File: src/hdl/sscfp_pkg.sv
package sscfp_pkg;

  localparam int unsigned ByteW    = 8;
  localparam int unsigned CountW   = 32;
  localparam int unsigned StatusW  = 2;
  localparam int unsigned LenOutW  = 6;
  localparam int unsigned IdxOutW  = 5;
  localparam int unsigned RegIdxW  = 1;

  localparam logic [ByteW-1:0] HdrFirstRst  = 8'd83;
  localparam logic [ByteW-1:0] HdrSecondRst = 8'd89;

  localparam logic [RegIdxW-1:0] RegHdrFirst  = 1'b0;
  localparam logic [RegIdxW-1:0] RegHdrSecond = 1'b1;

  localparam logic [StatusW-1:0] StatusGood   = 2'd0;
  localparam logic [StatusW-1:0] StatusSumErr = 2'd1;
  localparam logic [StatusW-1:0] StatusLenErr = 2'd2;

  typedef struct packed {
    logic start;
    logic add_sum;
    logic ld_ctrl;
    logic ld_cmd;
    logic ld_lenh;
    logic ld_len;
    logic wr_byte;
    logic chk;
    logic len_err;
    logic emit_ld;
  } sscfp_cmd_t;

  typedef struct packed {
    logic hdr1_hit;
    logic hdr2_hit;
    logic len_over;
    logic len16_zero;
    logic exp_zero;
    logic data_done;
    logic sum_ok;
    logic out_free;
    logic emit_last;
  } sscfp_sts_t;

endpackage

File: src/hdl/sscfp_ram.sv
module sscfp_ram #(
  parameter int unsigned WIDTH  = 8,
  parameter int unsigned DEPTH  = 32,
  parameter int unsigned ADDR_W = (DEPTH > 1) ? $clog2(DEPTH) : 1
) (
  input  logic              clk_i,
  input  logic              we_i,
  input  logic [ADDR_W-1:0] waddr_i,
  input  logic [WIDTH-1:0]  wdata_i,
  input  logic [ADDR_W-1:0] raddr_i,
  output logic [WIDTH-1:0]  rdata_o
);

  logic [WIDTH-1:0] mem_q [DEPTH];
  logic [WIDTH-1:0] rdata_q;

  always_ff @(posedge clk_i) begin
    if (we_i) begin
      mem_q[waddr_i] <= wdata_i;
    end
    rdata_q <= mem_q[raddr_i];
  end

  assign rdata_o = rdata_q;

endmodule

File: src/hdl/sscfp_ctrl.sv
module sscfp_ctrl (
  input  logic               clk_i,
  input  logic               rst_ni,
  input  logic               rx_valid_i,
  output logic               rx_stall_o,
  input  sscfp_pkg::sscfp_sts_t sts_i,
  output sscfp_pkg::sscfp_cmd_t cmd_o
);
  import sscfp_pkg::*;

  typedef enum logic [3:0] {
    ST_IDLE,
    ST_HEAD,
    ST_CTRL,
    ST_CMD,
    ST_LENH,
    ST_LENL,
    ST_DATA,
    ST_SUM,
    ST_EMIT_RD,
    ST_EMIT_LD
  } state_e;

  state_e     state_q, state_d;
  sscfp_cmd_t cmd;
  logic       emitting;
  logic       acc;

  assign emitting   = (state_q == ST_EMIT_RD) || (state_q == ST_EMIT_LD);
  assign rx_stall_o = emitting ||
                      (((state_q == ST_LENL) || (state_q == ST_SUM)) && !sts_i.out_free);
  assign acc        = rx_valid_i && !rx_stall_o;

  always_comb begin
    cmd     = '0;
    state_d = state_q;
    unique case (state_q)
      ST_IDLE: begin
        if (acc && sts_i.hdr1_hit) begin
          cmd.start = 1'b1;
          state_d   = ST_HEAD;
        end
      end
      ST_HEAD: begin
        if (acc) begin
          if (sts_i.hdr2_hit) begin
            cmd.add_sum = 1'b1;
            state_d     = ST_CTRL;
          end else begin
            state_d = ST_IDLE;
          end
        end
      end
      ST_CTRL: begin
        if (acc) begin
          cmd.add_sum = 1'b1;
          cmd.ld_ctrl = 1'b1;
          state_d     = ST_CMD;
        end
      end
      ST_CMD: begin
        if (acc) begin
          cmd.add_sum = 1'b1;
          cmd.ld_cmd  = 1'b1;
          state_d     = ST_LENH;
        end
      end
      ST_LENH: begin
        if (acc) begin
          cmd.add_sum = 1'b1;
          cmd.ld_lenh = 1'b1;
          state_d     = ST_LENL;
        end
      end
      ST_LENL: begin
        if (acc) begin
          cmd.add_sum = 1'b1;
          cmd.ld_len  = 1'b1;
          if (sts_i.len_over) begin
            cmd.len_err = 1'b1;
            state_d     = ST_IDLE;
          end else if (sts_i.len16_zero) begin
            state_d = ST_SUM;
          end else begin
            state_d = ST_DATA;
          end
        end
      end
      ST_DATA: begin
        if (acc) begin
          cmd.add_sum = 1'b1;
          cmd.wr_byte = 1'b1;
          if (sts_i.data_done) begin
            state_d = ST_SUM;
          end
        end
      end
      ST_SUM: begin
        if (acc) begin
          cmd.chk = 1'b1;
          if (sts_i.sum_ok && !sts_i.exp_zero) begin
            state_d = ST_EMIT_RD;
          end else begin
            state_d = ST_IDLE;
          end
        end
      end
      ST_EMIT_RD: begin
        state_d = ST_EMIT_LD;
      end
      ST_EMIT_LD: begin
        if (sts_i.out_free) begin
          cmd.emit_ld = 1'b1;
          state_d     = sts_i.emit_last ? ST_IDLE : ST_EMIT_RD;
        end
      end
      default: begin
        state_d = ST_IDLE;
      end
    endcase
  end

  always_ff @(posedge clk_i or negedge rst_ni) begin
    if (!rst_ni) begin
      state_q <= ST_IDLE;
    end else begin
      state_q <= state_d;
    end
  end

  assign cmd_o = cmd;

endmodule

File: src/hdl/sscfp_dp.sv
module sscfp_dp #(
  parameter int unsigned MAX_PAYLOAD = 32,
  parameter int unsigned AW = (MAX_PAYLOAD > 1) ? $clog2(MAX_PAYLOAD) : 1,
  parameter int unsigned CW = $clog2(MAX_PAYLOAD + 1)
) (
  input  logic                                    clk_i,
  input  logic                                    rst_ni,
  input  logic                                    cfg_we_i,
  input  logic [sscfp_pkg::RegIdxW-1:0]           cfg_idx_i,
  input  logic [sscfp_pkg::ByteW-1:0]             cfg_data_i,
  input  logic [sscfp_pkg::ByteW-1:0]             rx_byte_i,
  input  sscfp_pkg::sscfp_cmd_t                   cmd_i,
  output sscfp_pkg::sscfp_sts_t                   sts_o,
  output logic                                    out_valid_o,
  input  logic                                    out_stall_i,
  output logic [sscfp_pkg::StatusW-1:0]           status_o,
  output logic [sscfp_pkg::ByteW-1:0]             ctrl_code_o,
  output logic [sscfp_pkg::ByteW-1:0]             cmd_code_o,
  output logic [sscfp_pkg::LenOutW-1:0]           payload_length_o,
  output logic [sscfp_pkg::IdxOutW-1:0]           byte_index_o,
  output logic [sscfp_pkg::ByteW-1:0]             payload_byte_o,
  output logic                                    last_o,
  output logic [sscfp_pkg::CountW-1:0]            total_frames_o,
  output logic [sscfp_pkg::CountW-1:0]            valid_frames_o,
  output logic [sscfp_pkg::CountW-1:0]            error_frames_o
);
  import sscfp_pkg::*;

  logic [ByteW-1:0]  hdr1_q, hdr2_q;
  logic [ByteW-1:0]  ctrl_q, cmd_q, lenh_q, sum_q, sum_d;
  logic [CW-1:0]     exp_len_q, pay_cnt_q, emit_idx_q;
  logic [CountW-1:0] tot_q, tot_d, val_q, val_d, err_q, err_d;
  logic [15:0]       len16;
  logic [CW:0]       pay_cnt_inc, emit_idx_inc;
  logic [ByteW-1:0]  ram_rdata;
  logic [CW+LenOutW-1:0] len_ext;
  logic [CW+IdxOutW-1:0] idx_ext;
  logic              out_take;
  logic              ld_single;
  logic [StatusW-1:0] single_status;

  logic              ov_q;
  logic [StatusW-1:0] st_q;
  logic [ByteW-1:0]  octrl_q, ocmd_q, obyte_q;
  logic [LenOutW-1:0] olen_q;
  logic [IdxOutW-1:0] oidx_q;
  logic              olast_q;
  logic [CountW-1:0] otot_q, oval_q, oerr_q;

  assign len16        = {lenh_q, rx_byte_i};
  assign pay_cnt_inc  = {1'b0, pay_cnt_q} + {{CW{1'b0}}, 1'b1};
  assign emit_idx_inc = {1'b0, emit_idx_q} + {{CW{1'b0}}, 1'b1};
  assign len_ext      = {{LenOutW{1'b0}}, exp_len_q};
  assign idx_ext      = {{IdxOutW{1'b0}}, emit_idx_q};

  assign sts_o.hdr1_hit   = (rx_byte_i == hdr1_q);
  assign sts_o.hdr2_hit   = (rx_byte_i == hdr2_q);
  assign sts_o.len_over   = (len16 > 16'(MAX_PAYLOAD));
  assign sts_o.len16_zero = (len16 == 16'd0);
  assign sts_o.exp_zero   = (exp_len_q == '0);
  assign sts_o.data_done  = (pay_cnt_inc >= {1'b0, exp_len_q});
  assign sts_o.sum_ok     = (rx_byte_i == sum_q);
  assign sts_o.out_free   = !ov_q || !out_stall_i;
  assign sts_o.emit_last  = (emit_idx_inc == {1'b0, exp_len_q});

  always_comb begin
    sum_d = sum_q;
    if (cmd_i.start) begin
      sum_d = rx_byte_i;
    end else if (cmd_i.add_sum) begin
      sum_d = sum_q + rx_byte_i;
    end
  end

  always_comb begin
    tot_d = tot_q;
    val_d = val_q;
    err_d = err_q;
    if (cmd_i.chk) begin
      tot_d = tot_q + 32'd1;
      if (sts_o.sum_ok) begin
        val_d = val_q + 32'd1;
      end else begin
        err_d = err_q + 32'd1;
      end
    end
    if (cmd_i.len_err) begin
      err_d = err_q + 32'd1;
    end
  end

  // single-beat results: length error, checksum error, empty good frame
  always_comb begin
    ld_single     = 1'b0;
    single_status = StatusGood;
    if (cmd_i.len_err) begin
      ld_single     = 1'b1;
      single_status = StatusLenErr;
    end else if (cmd_i.chk) begin
      if (!sts_o.sum_ok) begin
        ld_single     = 1'b1;
        single_status = StatusSumErr;
      end else if (sts_o.exp_zero) begin
        ld_single     = 1'b1;
        single_status = StatusGood;
      end
    end
  end

  always_ff @(posedge clk_i or negedge rst_ni) begin
    if (!rst_ni) begin
      hdr1_q     <= HdrFirstRst;
      hdr2_q     <= HdrSecondRst;
      ctrl_q     <= '0;
      cmd_q      <= '0;
      lenh_q     <= '0;
      sum_q      <= '0;
      exp_len_q  <= '0;
      pay_cnt_q  <= '0;
      emit_idx_q <= '0;
      tot_q      <= '0;
      val_q      <= '0;
      err_q      <= '0;
    end else begin
      if (cfg_we_i) begin
        unique case (cfg_idx_i)
          RegHdrFirst:  hdr1_q <= cfg_data_i;
          RegHdrSecond: hdr2_q <= cfg_data_i;
          default: ;
        endcase
      end
      sum_q <= sum_d;
      tot_q <= tot_d;
      val_q <= val_d;
      err_q <= err_d;
      if (cmd_i.start) begin
        lenh_q    <= '0;
        exp_len_q <= '0;
        pay_cnt_q <= '0;
      end
      if (cmd_i.ld_ctrl) begin
        ctrl_q <= rx_byte_i;
      end
      if (cmd_i.ld_cmd) begin
        cmd_q <= rx_byte_i;
      end
      if (cmd_i.ld_lenh) begin
        lenh_q <= rx_byte_i;
      end
      if (cmd_i.ld_len) begin
        pay_cnt_q <= '0;
        if (!sts_o.len_over) begin
          exp_len_q <= len16[CW-1:0];
        end
      end
      if (cmd_i.wr_byte) begin
        pay_cnt_q <= pay_cnt_inc[CW-1:0];
      end
      if (cmd_i.chk) begin
        emit_idx_q <= '0;
      end else if (cmd_i.emit_ld) begin
        emit_idx_q <= emit_idx_inc[CW-1:0];
      end
    end
  end

  sscfp_ram #(
    .WIDTH (ByteW),
    .DEPTH (MAX_PAYLOAD),
    .ADDR_W(AW)
  ) u_store (
    .clk_i  (clk_i),
    .we_i   (cmd_i.wr_byte),
    .waddr_i(pay_cnt_q[AW-1:0]),
    .wdata_i(rx_byte_i),
    .raddr_i(emit_idx_q[AW-1:0]),
    .rdata_o(ram_rdata)
  );

  // output beat register
  assign out_take = ov_q && !out_stall_i;

  always_ff @(posedge clk_i or negedge rst_ni) begin
    if (!rst_ni) begin
      ov_q <= 1'b0;
    end else if (ld_single || cmd_i.emit_ld) begin
      ov_q <= 1'b1;
    end else if (out_take) begin
      ov_q <= 1'b0;
    end
  end

  always_ff @(posedge clk_i) begin
    if (ld_single) begin
      st_q    <= single_status;
      octrl_q <= (single_status == StatusGood) ? ctrl_q : '0;
      ocmd_q  <= (single_status == StatusGood) ? cmd_q : '0;
      olen_q  <= '0;
      oidx_q  <= '0;
      obyte_q <= '0;
      olast_q <= 1'b1;
      otot_q  <= tot_d;
      oval_q  <= val_d;
      oerr_q  <= err_d;
    end else if (cmd_i.emit_ld) begin
      st_q    <= StatusGood;
      octrl_q <= ctrl_q;
      ocmd_q  <= cmd_q;
      olen_q  <= len_ext[LenOutW-1:0];
      oidx_q  <= idx_ext[IdxOutW-1:0];
      obyte_q <= ram_rdata;
      olast_q <= sts_o.emit_last;
      otot_q  <= tot_d;
      oval_q  <= val_d;
      oerr_q  <= err_d;
    end
  end

  assign out_valid_o      = ov_q;
  assign status_o         = st_q;
  assign ctrl_code_o      = octrl_q;
  assign cmd_code_o       = ocmd_q;
  assign payload_length_o = olen_q;
  assign byte_index_o     = oidx_q;
  assign payload_byte_o   = obyte_q;
  assign last_o           = olast_q;
  assign total_frames_o   = otot_q;
  assign valid_frames_o   = oval_q;
  assign error_frames_o   = oerr_q;

endmodule

File: src/hdl/sum_checksum_frame_parser.sv
// Frame parser for a byte stream carrying header, header, control, command,
// 16-bit big-endian length, payload and an 8-bit sum checksum. A received
// beat is accepted whenever rx is not stalled. The payload is buffered in a
// MAX_PAYLOAD-deep store; on a matching checksum the frame is played out as
// one beat per payload byte, each passing through the store's registered read
// port and the output register, and rx is stalled for the whole run. Error
// results and empty frames leave as a single beat loaded with the checksum or
// length byte; that byte waits only while the output register is full and not
// being drained. Header values are to be written by the user through the cfg
// port only while the parser is idle; the block itself does not enforce this.
module sum_checksum_frame_parser #(
  parameter int unsigned MAX_PAYLOAD = 32
) (
  input  logic                              clk_i,
  input  logic                              rst_ni,
  input  logic                              cfg_we_i,
  input  logic [sscfp_pkg::RegIdxW-1:0]     cfg_idx_i,
  input  logic [sscfp_pkg::ByteW-1:0]       cfg_data_i,
  input  logic                              rx_valid_i,
  output logic                              rx_stall_o,
  input  logic [sscfp_pkg::ByteW-1:0]       rx_byte_i,
  output logic                              out_valid_o,
  input  logic                              out_stall_i,
  output logic [sscfp_pkg::StatusW-1:0]     status_o,
  output logic [sscfp_pkg::ByteW-1:0]       ctrl_code_o,
  output logic [sscfp_pkg::ByteW-1:0]       cmd_code_o,
  output logic [sscfp_pkg::LenOutW-1:0]     payload_length_o,
  output logic [sscfp_pkg::IdxOutW-1:0]     byte_index_o,
  output logic [sscfp_pkg::ByteW-1:0]       payload_byte_o,
  output logic                              last_o,
  output logic [sscfp_pkg::CountW-1:0]      total_frames_o,
  output logic [sscfp_pkg::CountW-1:0]      valid_frames_o,
  output logic [sscfp_pkg::CountW-1:0]      error_frames_o
);
  import sscfp_pkg::*;

  localparam int unsigned AW = (MAX_PAYLOAD > 1) ? $clog2(MAX_PAYLOAD) : 1;
  localparam int unsigned CW = $clog2(MAX_PAYLOAD + 1);

  sscfp_cmd_t cmd;
  sscfp_sts_t sts;

  sscfp_ctrl u_ctrl (
    .clk_i     (clk_i),
    .rst_ni    (rst_ni),
    .rx_valid_i(rx_valid_i),
    .rx_stall_o(rx_stall_o),
    .sts_i     (sts),
    .cmd_o     (cmd)
  );

  sscfp_dp #(
    .MAX_PAYLOAD(MAX_PAYLOAD),
    .AW         (AW),
    .CW         (CW)
  ) u_dp (
    .clk_i           (clk_i),
    .rst_ni          (rst_ni),
    .cfg_we_i        (cfg_we_i),
    .cfg_idx_i       (cfg_idx_i),
    .cfg_data_i      (cfg_data_i),
    .rx_byte_i       (rx_byte_i),
    .cmd_i           (cmd),
    .sts_o           (sts),
    .out_valid_o     (out_valid_o),
    .out_stall_i     (out_stall_i),
    .status_o        (status_o),
    .ctrl_code_o     (ctrl_code_o),
    .cmd_code_o      (cmd_code_o),
    .payload_length_o(payload_length_o),
    .byte_index_o    (byte_index_o),
    .payload_byte_o  (payload_byte_o),
    .last_o          (last_o),
    .total_frames_o  (total_frames_o),
    .valid_frames_o  (valid_frames_o),
    .error_frames_o  (error_frames_o)
  );

endmodule

File: config.mk
export PLATFORM = sky130hd
export DESIGN_NAME = sum_checksum_frame_parser
export DESIGN_NICKNAME = d
export VERILOG_FILES = /design/src/hdl/sscfp_pkg.sv /design/src/hdl/sscfp_ram.sv /design/src/hdl/sscfp_ctrl.sv /design/src/hdl/sscfp_dp.sv /design/src/hdl/sum_checksum_frame_parser.sv
export SDC_FILE = /design/constraint.sdc
export NUM_CORES = 1
export LEC_CHECK = 0
export BUFFER_PORTS_ARGS = -buffer_cell sky130_fd_sc_hd__buf_2
export CAP_MARGIN = 5
export CORE_MARGIN = 4
export CORE_UTILIZATION = 30
export DETAILED_ROUTE_END_ITERATION = 8
export GPL_TIMING_DRIVEN = 0
export SYNTH_ARGS = -nofsm -noshare
export SYNTH_HDL_FRONTEND = slang
export SYNTH_SLANG_ARGS = --single-unit
File: constraint.sdc
create_clock -name clk_i -period 12.4 [get_ports clk_i]
set_clock_uncertainty 0.15 [all_clocks]
set_input_delay 0.62 -clock clk_i [delete_from_list [all_inputs] [get_ports clk_i]]
set_output_delay 0.62 -clock clk_i [all_outputs]
set_load 0.01 [all_outputs]
# Yosys cells after proc, flatten, opt, wreduce, memory -nomap -nowiden
# Memory sizes are Yosys's and may differ from the RTL's. A register that Yosys moved wholly into a read port is not among the register bits.
# Cells that the tools add are included.
[word_totals]
register_bits = 301
ram_bits = 256
in_bits = 22
output_inout_bits = 136
wordCells = 163
mem_count = 1
[mem_list]
columns = ["name", "depth", "width", "read_ports", "rd_clocked_by_memory_dff", "write_ports", "line_no", "text"]
rows = [
  ["u_dp.u_store.mem_q", 32, 8, 1, 1, 1, "sscfp_ram.sv:14", "logic [WIDTH-1:0] mem_q [DEPTH];"],
]
[op_classes]
add_sub_neg = 6
magnitude_cmp = 2
eq_ne = 23
mux = 77
n_bitwise = 1
n_reduce_logical = 29
[op_table]
columns = ["operator", "count"]
rows = [
  ["2-to-1 mux 32 bit", 12],
  ["adder 32 x 1 -> 32 bit, second input constant", 3],
  ["2-to-1 mux 8 bit", 10],
  ["2-to-1 mux 4 bit", 12],
  ["2-to-1 mux 6 bit", 8],
  ["case mux 4 bit (10 select lines)", 1],
  ["2-to-1 mux 1 bit", 26],
  ["== test 8 bit", 3],
  ["inequality test 2 x 1 -> 1 bit, second input constant", 9],
  ["== test 4 x 3 -> 1 bit, second input constant", 4],
  ["greater-than comparator 16 x 6 -> 1 bit, second input constant", 1],
  ["logical NOT 16 bit", 1],
  ["adder 6 x 1 -> 7 bit, second input constant", 2],
  ["2-to-1 mux 2 bit", 6],
  ["AND reduction 10 bit", 1],
  ["nonzero test 2 bit", 5],
  ["adder 8 bit", 1],
  ["== test 4 x 2 -> 1 bit, second input constant", 2],
  ["== test 4 bit, second input constant", 2],
  ["== test 7 x 6 -> 1 bit", 1],
  [">= comparator 7 x 6 -> 1 bit", 1],
  ["logical NOT 6 bit", 1],
  ["logical AND 1 bit", 5],
  ["logical NOT 1 bit", 5],
  ["other kinds (11)", 16],
]

# Logic depth before layout (Yosys ltp)
[depth]
ltp_word = 14
mapped_depth = 10
ltp_nobuf = 10

# By module
# A second synthesis with hierarchy kept.
[hier_totals]
cells_unflattened = 1400
hier_area_um2 = 22829.4
[modules_own_cells]
columns = ["mod", "n_inst", "cells_each", "area_each_um2", "seq_area_each_um2"]
rows = [
  ["sscfp_dp", 1, 923, 12285.5, 7912.6],
  ["sscfp_ram", 1, 417, 10053.4, 7847.5],
  ["sscfp_ctrl", 1, 60, 490.5, 100.1],
]

# Least setup slack after synthesis
# OpenSTA, ideal clock, no wires.
[synth_timing]
kind = "input -> register"
from = "in rx_byte_i[4] (netlist name)"
to = "reg u_dp.ocmd_q[0] (netlist: u_dp.cmd_code_o[0]) (enable)"
arrival_ps = 3680
required_ps = 11493
slack_ps = 7813
stages = 7
path_buffers = 1
cell_sequence = "ha_1 -> or4_4 -> nor3_4 -> a21oi_1 -> nor3_2 -> buf_2 -> inv_1"
[synth_via]
elab_chain_cells = 6
[synth_rtl]
columns = ["element", "line_no", "text"]
rows = [
  ["start, declared", "sum_checksum_frame_parser.sv:21", "input logic [sscfp_pkg::ByteW-1:0] rx_byte_i,"],
  ["greater-than comparator 16 x 6 -> 1 bit", "sscfp_dp.sv:58", "assign sts_o.len_over = (len16 > 16'(MAX_PAYLOAD));"],
  ["2-to-1 mux 1 bit", "sscfp_ctrl.sv:79", "if (sts_i.len_over) begin"],
  ["2-to-1 mux 1 bit", "sscfp_ctrl.sv:76", "if (acc) begin"],
  ["2-to-1 mux 1 bit", "sscfp_ctrl.sv:37", "unique case (state_q)"],
  ["2-to-1 mux 1 bit *", "sscfp_dp.sv:96", "if (cmd_i.len_err) begin"],
  ["nonzero test 2 bit (no line) *", "n/a", ""],
  ["end signal, assigned", "sscfp_dp.sv:197", "ocmd_q <= (single_status == StatusGood) ? cmd_q : '0;"],
  ["end signal, assigned", "sscfp_dp.sv:208", "ocmd_q <= cmd_q;"],
  ["end, declared", "sscfp_dp.sv:44", "logic [ByteW-1:0] octrl_q, ocmd_q, obyte_q;"],
]
# Mark *: on every way between the ends. The rest lies on a longest branch, timed or not.
# A chain may end at the register's enable or synchronous reset.

# Final worst setup path
[layout_timing]
from = "in rx_byte_i[4] (netlist name)"
to = "reg u_dp.oerr_q[15] (netlist: u_dp.error_frames_o[15]) (enable)"
[layout_via]
elab_chain_cells = 6
[layout_rtl]
columns = ["element", "line_no", "text"]
rows = [
  ["greater-than comparator 16 x 6 -> 1 bit", "sscfp_dp.sv:58", ""],
  ["2-to-1 mux 1 bit", "sscfp_ctrl.sv:79", ""],
  ["2-to-1 mux 1 bit", "sscfp_ctrl.sv:76", ""],
  ["2-to-1 mux 1 bit", "sscfp_ctrl.sv:37", ""],
  ["2-to-1 mux 1 bit *", "sscfp_dp.sv:96", ""],
  ["nonzero test 2 bit (no line) *", "n/a", ""],
  ["end signal, assigned", "sscfp_dp.sv:204", "oerr_q <= err_d;"],
  ["end signal, assigned", "sscfp_dp.sv:215", "oerr_q <= err_d;"],
  ["end, declared", "sscfp_dp.sv:48", "logic [CountW-1:0] otot_q, oval_q, oerr_q;"],
]
# Marks and branches as above.

==> run metrics <==
Worst-Skew Late Latency 0.62 ns; post-synthesis cell type count 71; total gr overflow 0; CP Launch Point rx_byte_i[4]; maximum clock path buffer count 3; family with the most delay on the worst path buffers and inverters; DR iter-0 viols 1,022; Arr. time, crit path 4.20 ns; Max Cap Viol 0; Setup-failing EPs final 0; htree depth 2; synth top area cells edfxtp_1, dfrtp_1, mux4_2, xnor2_1, dfxtp_1; post-synthesis sequential area ratio 0.702; startpoint types input port; utilization after layout 0.356; I/O pin cnt 158; most frequent cells in the layout edfxtp_1, buf_2, dfrtp_1, nand2_1, xnor2_1; gr usage total 0.129; Post-Syn Area per Cell 16.3 sq um; final WL ~52,000 microns; Tightest Pin Transition approximately 1.1 ns; Fin. Hold Viols 0; Reg2Reg Setup Slack 8.57 ns; leakage power 9.29 nW; Area Growth Syn to Fin 17.4%; Multi-input gate area about 6400 sq um; Fillers 7,038; Main synth FF type edfxtp_1; Setup TNS 0 ns; die area 79,800 sq um; core area 74,600 sq um; r2r startpoint u_dp.sum_q[4]$_DFFE_PN0P_; CP endpoint u_dp.error_frames_o[15]$_DFFE_PP_; CP max stage cell or4_4; CTS tree yes; critical path required time 12.59 ns; hold crit path type in2reg; Synth Area in Simple Gates 0.0879; largest family of logic cells by synthesized area multiplexers; vias in the first global route 12.9k; post-synthesis mux area share 0.102; Port Buf Inserts between 150 and 200; slew margin rel. 0.289; clock root buffer clkbuf_16; HPWL after DPL between 30,000 and 40,000 microns; Post-Synth Adder-Cell Area 0.0125; initial antenna violation count 4; die height 283 microns; die width around 280 microns; Setup Fix Bufs, Post-CTS 0; Final min period 4.02 ns; post-route ant nets 0; max-slew violation count 0; first-pass GRT wire length 79,300 microns; std cell rows 100; commonest non-fill, non-tap cell in the layout edfxtp_1; post-synthesis xor/xnor area fraction 0.0504; period utilisation layout 0.324; Reg2Reg Depth 8; Yosys reg bits 565; Via density 4.76; Post-synth ARST share 0.296; Synth Warn # 0; Vias around 12k; clock-pin slew on the worst setup and hold paths approximately 0.060 ns; critical path's largest stage delay roughly 0.57 ns; Register Area 15,900 sq um; pwr dens 145 nW/um^2; WL/cell 20.0 microns; Placer Congestion between 0.8 and 0.9; Net Count, Synth 1,432; status finished, final reports clean; WP depth 9; antenna cell count 0; r2r endpoint u_dp.error_frames_o[15]$_DFFE_PP_; Cells after Synth 1,388; share of layout cells above drive strength 1 0.248; Layout Nets 1,650; Post-CTS Resized 0; Num CTS Buffers 56; number of synthesized flops with an enable pin 370; Worst path most repeated cell buf_2; CTS Sinks 565; Critical Path Fanout Max 59; DRT Pass-1 Iters 5; Remaining DRCs 0; maximum vdd drop around 100 uV; largest net degree at the start of global routing 96; WP buf/inv 4; RSZ-0062 raised after global routing no; Synth area leader edfxtp_1; Synth Area in Compound Gates 0.0325; Yosys top cell area share 0.491; Initial Util 0.303; maximum clock rate 249 MHz; Critical Path, Cell by Cell buf_2, ha_1, or4_4, nor3_4, a21oi_1, nor3_2, buf_2, inv_4, buf_16; Setup CP Type in2reg; Post-Syn Area about 23,000 sq um; CP Capture Type register
-- through the flow --
stage / instance area [sq um] / instances / total power, W / setup slack [ns] / hold WS, ns
after floorplan: 22600 / 1388 / 0.00215 / 7.81 / 0.174
after global placement: 24600 / 2514 / 0.00220 / 5.69 / 0.278
after detailed placement: 24700 / 2516 / 0.00221 / 7.71 / 0.285
after global routing: 26500 / 2619 / 0.00400 / 8.11 / 0.0747
after CTS: 26500 / 2619 / 0.00391 / 8.37 / 0.0493
final: 26500 / 2619 / 0.00386 / 8.38 / 0.0943
-- metal layers --
layer / vias to the layer above / track usage / part of all wire / wire length, microns
met5: - / 0 / 0.00094 / 49
met4: 8 / 0.0413 / 0.031 / 1610
met3: 94 / 0.0250 / 0.050 / 2600
met2: 301 / 0.219 / 0.50 / 26000
met1: 6367 / 0.168 / 0.42 / 22000
li1: 5700 / - / - / -
-- power breakdown --
part           total (W)  leakage (nW)  switching (W)  internal [W]
Clock            0.00170         0.914       0.000702      0.000994
Sequential       0.00204          5.58      0.0000158       0.00203
Combinational   0.000126          2.80      0.0000774     0.0000484
Total            0.00386          9.29       0.000795       0.00307
-- how the worst min path moves through the flow --
stage / start / to / cells past startpoint
after floorplan: rst_ni / u_ctrl.state_q[0]$_DFFE_PN0P_ / 0
after global placement: u_dp.u_store.rdata_o[3]$_DFF_P_ / u_dp.payload_byte_o[3]$_SDFFE_PN0P_ / 1
after detailed placement: u_dp.u_store.rdata_o[5]$_DFF_P_ / u_dp.payload_byte_o[5]$_SDFFE_PN0P_ / 1
after CTS: cfg_data_i[3] / u_dp.hdr2_q[3]$_DFFE_PN1P_ / 2
after global routing: cfg_data_i[3] / u_dp.hdr1_q[3]$_DFFE_PN0P_ / 2
final: cfg_data_i[2] / u_dp.hdr2_q[2]$_DFFE_PN0P_ / 2
-- registers in the layout (all words and copies together) (netlist names), 32 cells and up --
signal	flops
u_dp.tot_q	32
u_dp.val_q	32
u_dp.valid_frames_o	32
u_dp.total_frames_o	32
u_dp.error_frames_o	32
u_dp.u_store.mem_q	256
u_dp.err_q	32
-- what timing repair did --
action / 4_1_cts / 5_1_grt
hold endpoints to repair: 72 / 0
endpoints found under the setup margin: 0 / 0
hold buffers: 1 / 0
-- synth_stat cells (all sizes together) (19+ instances only) --
library cell / count
nand4: 36
inv: 23
and2: 25
xnor2: 89
edfxtp: 370
o21ai: 25
nor2: 88
dfrtp: 159
clkbuf: 37
nand3: 49
mux4: 80
dfxtp: 28
ha: 21
xor2: 41
nor3: 19
a22o: 22
nand2: 89
mux2: 43
-- kinds of logic (layout without fill, tap and decap cells) --
| kind of cell | count (synthesis) | after routing |
|---|---|---|
| flops | 565 | 565 |
| compound gates | 100 | 100 |
| mux | 125 | 125 |
| fa+ha+maj | 22 | 22 |
| xor+xnor | 130 | 130 |
| simple gates | 370 | 370 |
| buf+inv | 76 | 338 |
-- layout make-up --
class	count	share of cell area
repair buffers	160	0.0324
clock buffers	83	0.0616
clock inverters	19	0.00867
inverters	23	0.00335
plain buffers	53	0.00796
well taps	969	0.0457
flip-flops and latches	565	0.597
multi-input cells	747	0.243
Power figures use the tool's default switching activity.
